===== src/snbc_pkg.sv =====
package snbc_pkg;

   localparam int CODE_W    = 16;
   localparam int CHAR_BITS = 16;
   localparam int WORD_CAP  = 12;
   localparam int LEN_W     = 4;
   localparam int LETTER_W  = 5;

   localparam int DEF_MAX_COMMENT_DEPTH = 255;

   // code units are cut to CHAR_BITS before any compare
   localparam logic [CODE_W-1:0] CHAR_MASK = CODE_W'((64'd1 << CHAR_BITS) - 64'd1);

   localparam logic [CODE_W-1:0] CH_TAB   = 16'h0009;
   localparam logic [CODE_W-1:0] CH_LF    = 16'h000A;
   localparam logic [CODE_W-1:0] CH_CR    = 16'h000D;
   localparam logic [CODE_W-1:0] CH_SPACE = 16'h0020;
   localparam logic [CODE_W-1:0] CH_STAR  = 16'h002A;
   localparam logic [CODE_W-1:0] CH_DASH  = 16'h002D;
   localparam logic [CODE_W-1:0] CH_SLASH = 16'h002F;

   localparam logic [1:0] CLASS_ORDINARY    = 2'd0;
   localparam logic [1:0] CLASS_TXN_CONTROL = 2'd1;
   localparam logic [1:0] CLASS_NO_TXN      = 2'd2;

   typedef logic [WORD_CAP-1:0][LETTER_W-1:0] word_type;

   typedef enum logic [2:0] {
      CX_FIRST,
      CX_PREP,
      CX_CLUS,
      CX_CREATE,
      CX_UNIQUE,
      CX_INDEX,
      CX_DROP
   } ctx_type;

   typedef enum logic [1:0] {
      HELD_NONE,
      HELD_SLASH,
      HELD_STAR,
      HELD_DASH
   } held_type;

   typedef struct packed {
      logic             done;
      logic [1:0]       cls;
      ctx_type          ctx;
      logic             in_word;
      logic             in_line;
      held_type         held;
      logic [LEN_W-1:0] wlen;
   } parse_type;

   localparam parse_type PARSE_RESET = '{
      done:    1'b0,
      cls:     CLASS_ORDINARY,
      ctx:     CX_FIRST,
      in_word: 1'b0,
      in_line: 1'b0,
      held:    HELD_NONE,
      wlen:    '0
   };

   typedef struct packed {
      logic is_abort;
      logic is_begin;
      logic is_start;
      logic is_commit;
      logic is_end;
      logic is_rollback;
      logic is_prepare;
      logic is_transaction;
      logic is_vacuum;
      logic is_cluster;
      logic is_create;
      logic is_database;
      logic is_tablespace;
      logic is_unique;
      logic is_index;
      logic is_concurrently;
      logic is_drop;
      logic is_reindex;
      logic is_system;
   } hits_type;

endpackage


===== src/snbc_match.sv =====
module snbc_match import snbc_pkg::*; (
   input  word_type         letters,
   input  logic [LEN_W-1:0] wlen,
   output hits_type         hits
);

   // text is right-justified: its first character sits in byte n-1
   function automatic logic word_is(input word_type w, input logic [LEN_W-1:0] len,
                                    input logic [8*WORD_CAP-1:0] text, input int n);
      logic       ok;
      int         pos;
      logic [7:0] ch;
      ok = (len == LEN_W'(n));
      for (int i = 0; i < WORD_CAP; i++) begin
         if (i < n) begin
            pos = n - 1 - i;
            ch  = text[8*pos +: 8];
            ok  = ok & (w[i] == LETTER_W'(ch - 8'd97));
         end
      end
      return ok;
   endfunction

   assign hits.is_abort        = word_is(letters, wlen, "abort", 5);
   assign hits.is_begin        = word_is(letters, wlen, "begin", 5);
   assign hits.is_start        = word_is(letters, wlen, "start", 5);
   assign hits.is_commit       = word_is(letters, wlen, "commit", 6);
   assign hits.is_end          = word_is(letters, wlen, "end", 3);
   assign hits.is_rollback     = word_is(letters, wlen, "rollback", 8);
   assign hits.is_prepare      = word_is(letters, wlen, "prepare", 7);
   assign hits.is_transaction  = word_is(letters, wlen, "transaction", 11);
   assign hits.is_vacuum       = word_is(letters, wlen, "vacuum", 6);
   assign hits.is_cluster      = word_is(letters, wlen, "cluster", 7);
   assign hits.is_create       = word_is(letters, wlen, "create", 6);
   assign hits.is_database     = word_is(letters, wlen, "database", 8);
   assign hits.is_tablespace   = word_is(letters, wlen, "tablespace", 10);
   assign hits.is_unique       = word_is(letters, wlen, "unique", 6);
   assign hits.is_index        = word_is(letters, wlen, "index", 5);
   assign hits.is_concurrently = word_is(letters, wlen, "concurrently", 12);
   assign hits.is_drop         = word_is(letters, wlen, "drop", 4);
   assign hits.is_reindex      = word_is(letters, wlen, "reindex", 7);
   assign hits.is_system       = word_is(letters, wlen, "system", 6);

endmodule


===== src/snbc_step.sv =====
module snbc_step import snbc_pkg::*; #(
   parameter int MAX_COMMENT_DEPTH = DEF_MAX_COMMENT_DEPTH,
   localparam int DEPTH_W = $clog2(MAX_COMMENT_DEPTH + 1)
) (
   input  parse_type          cur,
   input  logic [DEPTH_W-1:0] depth,
   input  word_type           letters,
   input  logic [CODE_W-1:0]  char_code,
   output parse_type          parse_in,
   output logic [DEPTH_W-1:0] depth_in,
   output word_type           letters_in,
   output logic [1:0]         res_class
);

   localparam logic [DEPTH_W-1:0] DEPTH_MAX = DEPTH_W'(MAX_COMMENT_DEPTH);

   typedef struct packed {
      logic       decide;
      logic [1:0] cls;
      ctx_type    ctx;
   } word_end_type;

   function automatic word_end_type end_word(input ctx_type ctx, input hits_type h);
      word_end_type e;
      e = '{decide: 1'b1, cls: CLASS_ORDINARY, ctx: CX_FIRST};
      case (ctx)
         CX_FIRST: begin
            if (h.is_abort || h.is_begin || h.is_start || h.is_commit || h.is_end ||
                h.is_rollback) begin
               e.cls = CLASS_TXN_CONTROL;
            end else if (h.is_prepare) begin
               e.decide = 1'b0;
               e.ctx    = CX_PREP;
            end else if (h.is_vacuum) begin
               e.cls = CLASS_NO_TXN;
            end else if (h.is_cluster) begin
               e.decide = 1'b0;
               e.ctx    = CX_CLUS;
            end else if (h.is_create) begin
               e.decide = 1'b0;
               e.ctx    = CX_CREATE;
            end else if (h.is_drop || h.is_reindex) begin
               e.decide = 1'b0;
               e.ctx    = CX_DROP;
            end
         end
         CX_PREP: begin
            if (h.is_transaction) e.cls = CLASS_TXN_CONTROL;
         end
         CX_CREATE: begin
            if (h.is_database || h.is_tablespace) begin
               e.cls = CLASS_NO_TXN;
            end else if (h.is_unique) begin
               e.decide = 1'b0;
               e.ctx    = CX_UNIQUE;
            end else if (h.is_index) begin
               e.decide = 1'b0;
               e.ctx    = CX_INDEX;
            end
         end
         CX_UNIQUE: begin
            if (h.is_index) begin
               e.decide = 1'b0;
               e.ctx    = CX_INDEX;
            end
         end
         CX_INDEX: begin
            if (h.is_concurrently) e.cls = CLASS_NO_TXN;
         end
         CX_DROP: begin
            if (h.is_database || h.is_system || h.is_tablespace) e.cls = CLASS_NO_TXN;
         end
         default: begin
            e.cls = CLASS_ORDINARY;
         end
      endcase
      return e;
   endfunction

   // class reached when the text ends in state p
   function automatic logic [1:0] finish_class(input parse_type p, input hits_type h);
      word_end_type e;
      logic [1:0]   cls;
      e   = end_word(p.ctx, h);
      cls = (p.ctx == CX_CLUS) ? CLASS_NO_TXN : CLASS_ORDINARY;
      if (p.in_word) begin
         if (e.decide) cls = e.cls;
         else cls = (e.ctx == CX_CLUS) ? CLASS_NO_TXN : CLASS_ORDINARY;
      end
      return cls;
   endfunction

   logic [CODE_W-1:0]   code;
   logic                is_letter;
   logic                is_space;
   logic [LETTER_W-1:0] letter;
   hits_type            hits_cur;
   hits_type            hits_nxt;
   word_end_type        eword;
   logic                to_skip;
   logic                go;
   ctx_type             sk_ctx;
   logic                sk_line;
   held_type            sk_held;
   logic [DEPTH_W-1:0]  sk_depth;

   assign code      = char_code & CHAR_MASK;
   assign is_letter = (code >= 16'h0061 && code <= 16'h007A) ||
                      (code >= 16'h0041 && code <= 16'h005A);
   assign is_space  = (code >= CH_TAB && code <= CH_CR) || code == CH_SPACE;
   assign letter    = LETTER_W'((code[7:0] | 8'h20) - 8'h61);

   snbc_match u_match_cur (
      .letters (letters),
      .wlen    (cur.wlen),
      .hits    (hits_cur)
   );

   snbc_match u_match_nxt (
      .letters (letters_in),
      .wlen    (parse_in.wlen),
      .hits    (hits_nxt)
   );

   always_comb begin
      parse_in   = cur;
      depth_in   = depth;
      letters_in = letters;
      eword      = end_word(cur.ctx, hits_cur);
      to_skip    = 1'b0;
      go         = 1'b0;
      sk_ctx     = cur.ctx;
      sk_line    = cur.in_line;
      sk_held    = cur.held;
      sk_depth   = depth;

      if (!cur.done) begin
         if (code == '0) begin
            parse_in.done = 1'b1;
            parse_in.cls  = finish_class(cur, hits_cur);
         end else if (cur.in_word) begin
            if (is_letter) begin
               if (cur.wlen < LEN_W'(WORD_CAP)) letters_in[cur.wlen] = letter;
               if (cur.wlen != '1) parse_in.wlen = cur.wlen + 1'b1;
            end else if (eword.decide) begin
               parse_in.done = 1'b1;
               parse_in.cls  = eword.cls;
            end else begin
               // next keyword expected: start a fresh skip
               parse_in.in_word = 1'b0;
               to_skip  = 1'b1;
               sk_ctx   = eword.ctx;
               sk_line  = 1'b0;
               sk_held  = HELD_NONE;
               sk_depth = '0;
            end
         end else begin
            to_skip = 1'b1;
         end
      end

      if (to_skip) begin
         parse_in.ctx     = sk_ctx;
         parse_in.in_line = sk_line;
         parse_in.held    = sk_held;
         depth_in         = sk_depth;
         go               = 1'b1;
         if (sk_line) begin
            go = 1'b0;
            if (code == CH_LF) parse_in.in_line = 1'b0;
         end else if (sk_held != HELD_NONE) begin
            parse_in.held = HELD_NONE;
            if (sk_held == HELD_SLASH && code == CH_STAR) begin
               go = 1'b0;
               if (sk_depth != DEPTH_MAX) depth_in = sk_depth + 1'b1;
            end else if (sk_held == HELD_STAR && code == CH_SLASH && sk_depth != '0) begin
               go       = 1'b0;
               depth_in = sk_depth - 1'b1;
            end else if (sk_held == HELD_DASH && code == CH_DASH && sk_depth == '0) begin
               go               = 1'b0;
               parse_in.in_line = 1'b1;
            end else if (sk_depth == '0) begin
               // held mark was a token of its own
               go            = 1'b0;
               parse_in.done = 1'b1;
               parse_in.cls  = (sk_ctx == CX_CLUS) ? CLASS_NO_TXN : CLASS_ORDINARY;
            end
         end

         if (go && !is_space) begin
            if (code == CH_SLASH) begin
               parse_in.held = HELD_SLASH;
            end else if (code == CH_STAR && sk_depth != '0) begin
               parse_in.held = HELD_STAR;
            end else if (code == CH_DASH && sk_depth == '0) begin
               parse_in.held = HELD_DASH;
            end else if (sk_depth == '0) begin
               if (sk_ctx == CX_CLUS) begin
                  parse_in.done = 1'b1;
                  parse_in.cls  = is_letter ? CLASS_ORDINARY : CLASS_NO_TXN;
               end else if (is_letter) begin
                  parse_in.in_word = 1'b1;
                  parse_in.wlen    = LEN_W'(1);
                  letters_in[0]    = letter;
               end else begin
                  parse_in.done = 1'b1;
                  parse_in.cls  = CLASS_ORDINARY;
               end
            end
         end
      end
   end

   assign res_class = parse_in.done ? parse_in.cls : finish_class(parse_in, hits_nxt);

endmodule


===== src/sql_no_begin_classifier.sv =====
// Classifies one SQL statement per frame: the statement streams in one 16-bit code
// unit per request (req_tlast on its final unit), white space and nested or line
// comments are skipped, and leading keywords are matched case-insensitively. When
// the unit marked last is taken, one response gives no_begin and class_code
// (0 ordinary, 1 transaction control, 2 not allowed inside a transaction); state
// then clears for the next statement. A zero code ends the text early. The block
// takes one request every cycle unless a last unit waits on a stalled response; the
// parse state register and its combinational update logic set that rate. A response
// is registered in the input register, then the result register, after its last
// request is accepted; only a stalled response holds back a following last unit.
module sql_no_begin_classifier import snbc_pkg::*; #(
   parameter int MAX_COMMENT_DEPTH = DEF_MAX_COMMENT_DEPTH
) (
   input  logic               clock,
   input  logic               reset,
   input  logic               req_tvalid,
   output logic               req_tready,
   input  logic [CODE_W-1:0]  req_tdata,   // [15:0] char_code
   input  logic               req_tlast,   // last_char
   output logic               rsp_tvalid,
   input  logic               rsp_tready,
   output logic [7:0]         rsp_tdata    // [0] no_begin, [2:1] class_code, [7:3] zero
);

   localparam int DEPTH_W = $clog2(MAX_COMMENT_DEPTH + 1);

   logic               in_valid_ff, in_valid_in;
   logic [CODE_W-1:0]  in_char_ff;
   logic               in_last_ff;
   parse_type          parse_ff, parse_in;
   logic [DEPTH_W-1:0] depth_ff, depth_in;
   word_type           letters_ff, letters_in;
   logic               rsp_valid_ff, rsp_valid_in;
   logic [1:0]         rsp_class_ff;
   logic [1:0]         res_class;
   logic               advance;

   assign advance     = in_valid_ff && (!in_last_ff || !rsp_valid_ff || rsp_tready);
   assign req_tready  = !in_valid_ff || advance;
   assign in_valid_in = (req_tvalid && req_tready) ? 1'b1 : (advance ? 1'b0 : in_valid_ff);

   always_comb begin
      rsp_valid_in = rsp_valid_ff;
      if (advance && in_last_ff) rsp_valid_in = 1'b1;
      else if (rsp_tready) rsp_valid_in = 1'b0;
   end

   snbc_step #(
      .MAX_COMMENT_DEPTH (MAX_COMMENT_DEPTH)
   ) u_step (
      .cur        (parse_ff),
      .depth      (depth_ff),
      .letters    (letters_ff),
      .char_code  (in_char_ff),
      .parse_in   (parse_in),
      .depth_in   (depth_in),
      .letters_in (letters_in),
      .res_class  (res_class)
   );

   always_ff @(posedge clock) begin
      if (reset) begin
         in_valid_ff  <= 1'b0;
         rsp_valid_ff <= 1'b0;
         parse_ff     <= PARSE_RESET;
         depth_ff     <= '0;
      end else begin
         in_valid_ff  <= in_valid_in;
         rsp_valid_ff <= rsp_valid_in;
         if (advance) begin
            // clear for the next statement after its last unit
            if (in_last_ff) begin
               parse_ff <= PARSE_RESET;
               depth_ff <= '0;
            end else begin
               parse_ff <= parse_in;
               depth_ff <= depth_in;
            end
         end
      end
   end

   always_ff @(posedge clock) begin
      if (req_tvalid && req_tready) begin
         in_char_ff <= req_tdata;
         in_last_ff <= req_tlast;
      end
      if (advance) letters_ff <= letters_in;
      if (advance && in_last_ff) rsp_class_ff <= res_class;
   end

   assign rsp_tvalid = rsp_valid_ff;
   assign rsp_tdata  = {5'b0, rsp_class_ff, (rsp_class_ff != CLASS_ORDINARY)};

endmodule


===== config.mk =====
export PLATFORM = sky130hd
export DESIGN_NAME = sql_no_begin_classifier
export DESIGN_NICKNAME = d
export VERILOG_FILES = /design/src/snbc_pkg.sv /design/src/snbc_match.sv /design/src/snbc_step.sv /design/src/sql_no_begin_classifier.sv
export SDC_FILE = /design/constraint.sdc
export NUM_CORES = 1
export LEC_CHECK = 0
export ABC_CLOCK_PERIOD_IN_PS = 10900
export BUFFER_PORTS_ARGS = -buffer_cell sky130_fd_sc_hd__buf_2
export CORE_MARGIN = 2
export CORE_UTILIZATION = 45
export DETAILED_ROUTE_END_ITERATION = 6
export SYNTH_ARGS = -nofsm -noshare
export SYNTH_HDL_FRONTEND = slang
export SYNTH_SLANG_ARGS = --single-unit

===== constraint.sdc =====
create_clock -name clock -period 10.9 [get_ports clock]
set_input_delay 1.09 -clock clock [delete_from_list [all_inputs] [get_ports clock]]
set_output_delay 1.09 -clock clock [all_outputs]
set_load 0.02 [all_outputs]

# == Word-level counts from Yosys, hierarchy flattened ==
# Index checks and enable logic that the tools add are counted.
# word_totals
word_cells,736
output_inout_bits,10
regBits,103
# classes
n_bitwise,252
n_addsub,4
eq_ne,195
muxes,184
order_cmp,9
n_reduce_logical,67
# ops
cell,n
$mux 60,5
$eq 5x5->1 const B,58
$and 1x1->1,252
$eq 5x4->1 const B,50
$mux 3,44
$eq 5x3->1 const B,20
$mux 8,12
$eq 5x2->1 const B,16
$logic_not 5->1,14
$eq 16x6->1 const B,4
$mux 2,32
$bwmux 60,1
$mux 1,60
$mux 5,9
$mux 4,11
$eq 5x1->1 const B,8
$eq 4x3->1 const B,8
$eq 4x4->1 const B,8
$ge 16x7->1 const B,2
$le 16x7->1 const B,2
$mux 14,2
$logic_or 1x1->1,23
$eq 3x2->1 const B,7
$demux 5 s4,1
29 further kinds,62

# == Logic depth before layout (Yosys ltp) ==
# depth
depth_word,59
depth_mapped,22
mapped_depth_nobuf,19

# == Hierarchy ==
# From an unflattened synthesis, not the netlist that was laid out.
# hier_totals
cells_unflattened,924
area_unflattened_um2,7957.6
# by_module_without_submodules
module,n_inst,cells_per_inst,area_each_um2
sql_no_begin_classifier,1,149,3248.1
snbc_step,1,437,2590.0
snbc_match,2,169,1059.8

# == Least setup slack after synthesis ==
# No wires, ideal clock.
# synth_path
kind,reg2reg
start,register in_char_ff[0]
end,"register rsp_class_ff[0], data pin"
required_time_ps,10632
path_buffers,2
setup_time_ps,268
arrival_time_ps,5429
path_stages_with_launch,21
path_slack_ps,5203
cell_sequence,edfxtp_1 clkbuf_1 clkinv_1 ha_1 or3b_2 or3_1 and3_1 a21boi_0 o2111ai_1 clkbuf_1 nand2_1 ha_1 nor4b_1 o21ai_0 o211a_1 o211ai_1 a211oi_1 o31a_1 a41o_1 a21oi_1 a22oi_1
# synth_via
elab_chain_len,38
# synth_lines
item,line,rtl
start: declaration,sql_no_begin_classifier.sv:28,logic [CODE_W-1:0] in_char_ff;
start signal: assignment,sql_no_begin_classifier.sv:85,in_char_ff <= req_tdata;
"$ge 16x7->1, or another cell as far along",snbc_step.sv:108,assign is_letter = (code >= 16'h0061 && code <= 16'h007A) ||
$logic_and 1x1->1 (on tied branches),"snbc_step.sv:108, snbc_step.sv:109",
$logic_or 1x1->1,snbc_step.sv:108,
$mux 2,snbc_step.sv:142,if (is_letter) begin
$mux 2,snbc_step.sv:141,end else if (cur.in_word) begin
$mux 2,snbc_step.sv:138,if (code == '0) begin
$mux 2,snbc_step.sv:137,if (!cur.done) begin
$eq 2x2->1,snbc_step.sv:179,end else if (sk_held == HELD_DASH && code == CH_DASH && sk_depth == '0) begin
[... 23 more ...],--,
$mux 1,snbc_step.sv:34,end else if (h.is_vacuum) begin
$mux 1,snbc_step.sv:31,end else if (h.is_prepare) begin
$mux 1,snbc_step.sv:28,if (h.is_abort || h.is_begin || h.is_start || h.is_commit || h.is_end ||
$pmux 1 s3,snbc_step.sv:26,case (ctx)
$mux 2,snbc_step.sv:87,if (e.decide) cls = e.cls;
$mux 2,snbc_step.sv:86,if (p.in_word) begin
$mux 2 *,snbc_step.sv:214,"assign res_class = parse_in.done ? parse_in.cls : finish_class(parse_in, hits_nxt);"
named net res_class[0],sql_no_begin_classifier.sv:35,logic [1:0] res_class;
end signal: assignment,sql_no_begin_classifier.sv:89,if (advance && in_last_ff) rsp_class_ff <= res_class;
end: declaration,sql_no_begin_classifier.sv:34,logic [1:0] rsp_class_ff;
# Mark *: on every way through the listed nets, which the timed path passes. The rest lies on a longest branch. The select of a mux whose other input is x is not followed.
# A chain may end at the register's enable or synchronous reset.

# == Worst setup path in the final report ==
# Same ends and word-level chain as after synthesis.

==> flow_metrics.tcl <==
set metrics [dict create \
    drt_first_iter_violations 1301 \
    die_x_um 145 \
    cp.buffers_inverters 3 \
    cts_root_buffer "clkbuf_16" \
    crit_path_max_fanout 23 \
    worstSetupEndpointType "flip-flop" \
    clk_pin_slew_ps 80 \
    cap_violations 0 \
    stdcell_count 1357 \
    wirelength_um 37000 \
    drtAntennaViolNets 0 \
    die_area_um2 20900 \
    min-delay-start "parse_ff[12]" \
    timing.hold.ws_ps 495 \
    worst_slew_pin_slew_ps 1160 \
    syn-cell-area_um2 8890 \
    fin_util 0.493 \
    holdPathStages 2 \
    outcome "finished, final reports clean" \
    final.setup.tns_ps 0 \
    start_util 0.458 \
    num-nets-final 1119 \
    syn2layout_area_growth_pct 7.59 \
    period_share 0.566 \
    cts_setup_buffers 0 \
    grt-ovfl-total 0 \
    antenna_found_initial 0 \
    n_fill_cell 1994 \
    cpPeakStageDelay_ps 500 \
    row_count 51 \
    reg2reg_slack_ps 4730 \
    critical_path.top_delay_family "simple AND/OR/NAND/NOR gates" \
    clockBufferDepth 2 \
    placed_area_um2 9260 \
    crit_path_top_delay_cell "or3b_2" \
    die_h_um 145 \
    final.setup.worst_slack_ps 4730 \
    hold_path.class "reg -> reg" \
    critPathLaunchType "flip-flop" \
    r2r-end "rsp_class_ff[0]" \
    port-buffer-count 25 \
    fin_area_um2 9560 \
    htree_levels 3 \
    drive_above_1_share 0.111 \
    ys_async_sr_fraction 0 \
    ys_ff_latch 103 \
    wl_per_cell_um 27.3 \
    preCtsSetupSlack_ps 4870 \
    dr.pass1.iters 6 \
    synthFlopType "edfxtp_1" \
    grt_pass1_vias 8757 \
    relSlewSlack 0.218 \
    ioPinCount 31 \
    ir_drop_uv 77.7 \
    gp_congestion 1.07 \
    cts_buffers 9 \
    synth_edf_count 79 \
    clock-sinks 103 \
    synthCells 1095 \
    ys_seq_area_frac 0.321 \
    fin_crit_ps 6170 \
    rsz0062_at_grt "no" \
    finClkSkew_ps 17.3 \
    via_count 9348 \
    drc 0 \
    cts_tree "done" \
    register_area_um2 2850 \
    grt_start_max_net_pins 65 \
    vias_per_cell 6.89 \
    rr_worst_depth 20 \
    critical_path_class "reg -> reg" \
    num_antenna_cells 0 \
    ctsHoldBuffers 0 \
    ys_warn_count 0 \
    p_total_mw 0.846 \
    grtUsageTotal 0.361 \
    synth.distinct_cells 79 \
    placedCellCount 1341 \
    finalSetupViolations 0 \
    worstPathRequired_ps 11110 \
    drv_slew 0 \
    coreArea_um2 19400 \
    grt_pass1_wl_um 55200 \
    power_density_nw_per_um2 88.4 \
    hold_path_end "parse_ff[12]" \
    worst_ep_arrival_time_ps 6380 \
    multiInputGateArea_um2 5650 \
    post_cts_resized 0 \
    leakage_nw 2.88 \
    crit_chain "buf_4 > clkinv_1 > ha_1 > or3b_2 > or3_1 > and3_1 > a21boi_0 > o2111ai_1 > buf_4 > nand2_1 > ha_1 > and3_1 > and3_1 > o21ai_2 > or3_1 > a211o_1 > or3_1 > nor4_1 > a21oi_1 > a22oi_1" \
    hold_viol 0 \
    fmax_ghz 0.162 \
    syn_avg_cell_area_um2 8.12 \
    dp_hpwl_um 27900 \
    r2r-start "in_char_ff[0]" \
    clock_latency_ps 380 \
]
worst register-to-register path: stages (launching register included):
cell       delay [ps]
edfxtp_1          360
buf_4             230
clkinv_1          250
ha_1              370
or3b_2            500
or3_1             330
and3_1            260
a21boi_0          450
o2111ai_1         200
buf_4             260
nand2_1           170
ha_1              270
and3_1            240
and3_1            180
o21ai_2           220
or3_1             440
a211o_1           320
or3_1             370
nor4_1            290
a21oi_1           110
a22oi_1           190
routing by layer:
metal | vias up | routed length [um] | part of all wire | track usage
li1 | 4141 | - | - | -
met1 | 4405 | 14500 | 0.39 | 0.456
met2 | 629 | 16500 | 0.45 | 0.574
met3 | 173 | 3380 | 0.091 | 0.0725
met4 | 0 | 2590 | 0.070 | 0.212
met5 | - | 0 | 0 | 0
area by class of cell:
| class | count | share of cell area |
|---|---|---|
| Clock inverter | 7 | 0.00850 |
| Clock buffer | 9 | 0.0236 |
| Sequential cell | 103 | 0.298 |
| Timing Repair Buffer | 45 | 0.0288 |
| Multi-Input combinational cell | 889 | 0.591 |
| Tap cell | 265 | 0.0347 |
| Inverter | 39 | 0.0153 |
power breakdown:
group | switching [mW] | internal [mW]
Clock | 0.180 | 0.166
Sequential | 0.00844 | 0.427
Combinational | 0.0494 | 0.0155
state kept, by name, indices dropped and copies added, names as in the netlist:
name / count
depth_ff: 8
in_char_ff: 16
in_last_ff: 1
in_valid_ff: 1
letters_ff: 60
parse_ff: 14
rsp_class_ff: 2
rsp_tvalid: 1
cells in the mapped netlist (all sizes together) (23+ instances only):
| library cell | n | area (um2) |
|---|---|---|
| dfxtp | 24 | 480 |
| nor3 | 49 | 262 |
| nand4 | 51 | 319 |
| o21ai | 61 | 313 |
| nor4 | 43 | 318 |
| clkbuf | 56 | 210 |
| a21oi | 37 | 185 |
| nor2b | 23 | 144 |
| edfxtp | 79 | 2370 |
| nor2 | 98 | 368 |
| nand2 | 121 | 454 |
| nand3 | 59 | 295 |
| mux2i | 40 | 400 |
| inv | 38 | 143 |
| mux2 | 28 | 315 |
placed cells by master (no fill, tap or decap), drive strengths merged, types with 8 or more instances in the layout:
cell type,Yosys,routed
a21oi,37,37
a22oi,9,9
and2,13,13
and3,16,16
and3b,8,8
and4,9,9
and4b,10,10
buf,12,45
clkbuf,56,9
dfxtp,24,24
edfxtp,79,79
ha,11,11
inv,38,42
mux2,28,28
mux2i,40,40
nand2,121,121
nand2b,15,15
nand3,59,59
nand4,51,51
nand4b,8,8
nor2,98,98
nor2b,23,23
nor3,49,49
nor3b,16,16
nor4,43,43
nor4b,20,20
nor4bb,14,14
o211ai,8,8
o21ai,61,61
or2,8,8
or3,11,11
or4,16,16
worst max path at each step:
stage	slack, ps	cells past startpoint	endpoint	startpoint
floorplan	5200	20	rsp_class_ff[0]	in_char_ff[0]
global placement	4980	20	rsp_class_ff[0]	in_char_ff[0]
detailed placement	4870	20	rsp_class_ff[0]	in_char_ff[0]
CTS	4840	20	rsp_class_ff[0]	in_char_ff[0]
global route	4260	20	rsp_class_ff[0]	in_char_ff[0]
finish	4730	20	rsp_class_ff[0]	in_char_ff[0]
kinds of logic (layout without fill, tap and decap cells):
group,count (synthesis),count (layout),share of synthesized area
simple gates,621,621,0.400
compound gates,176,176,0.126
buf+inv,107,100,0.0487
flops,103,103,0.321
mux,68,68,0.0805
fa+ha+maj,11,11,0.0155
xor+xnor,8,8,0.00788
other cells,1,5,0.000422
(Power assumes the default switching activity.)
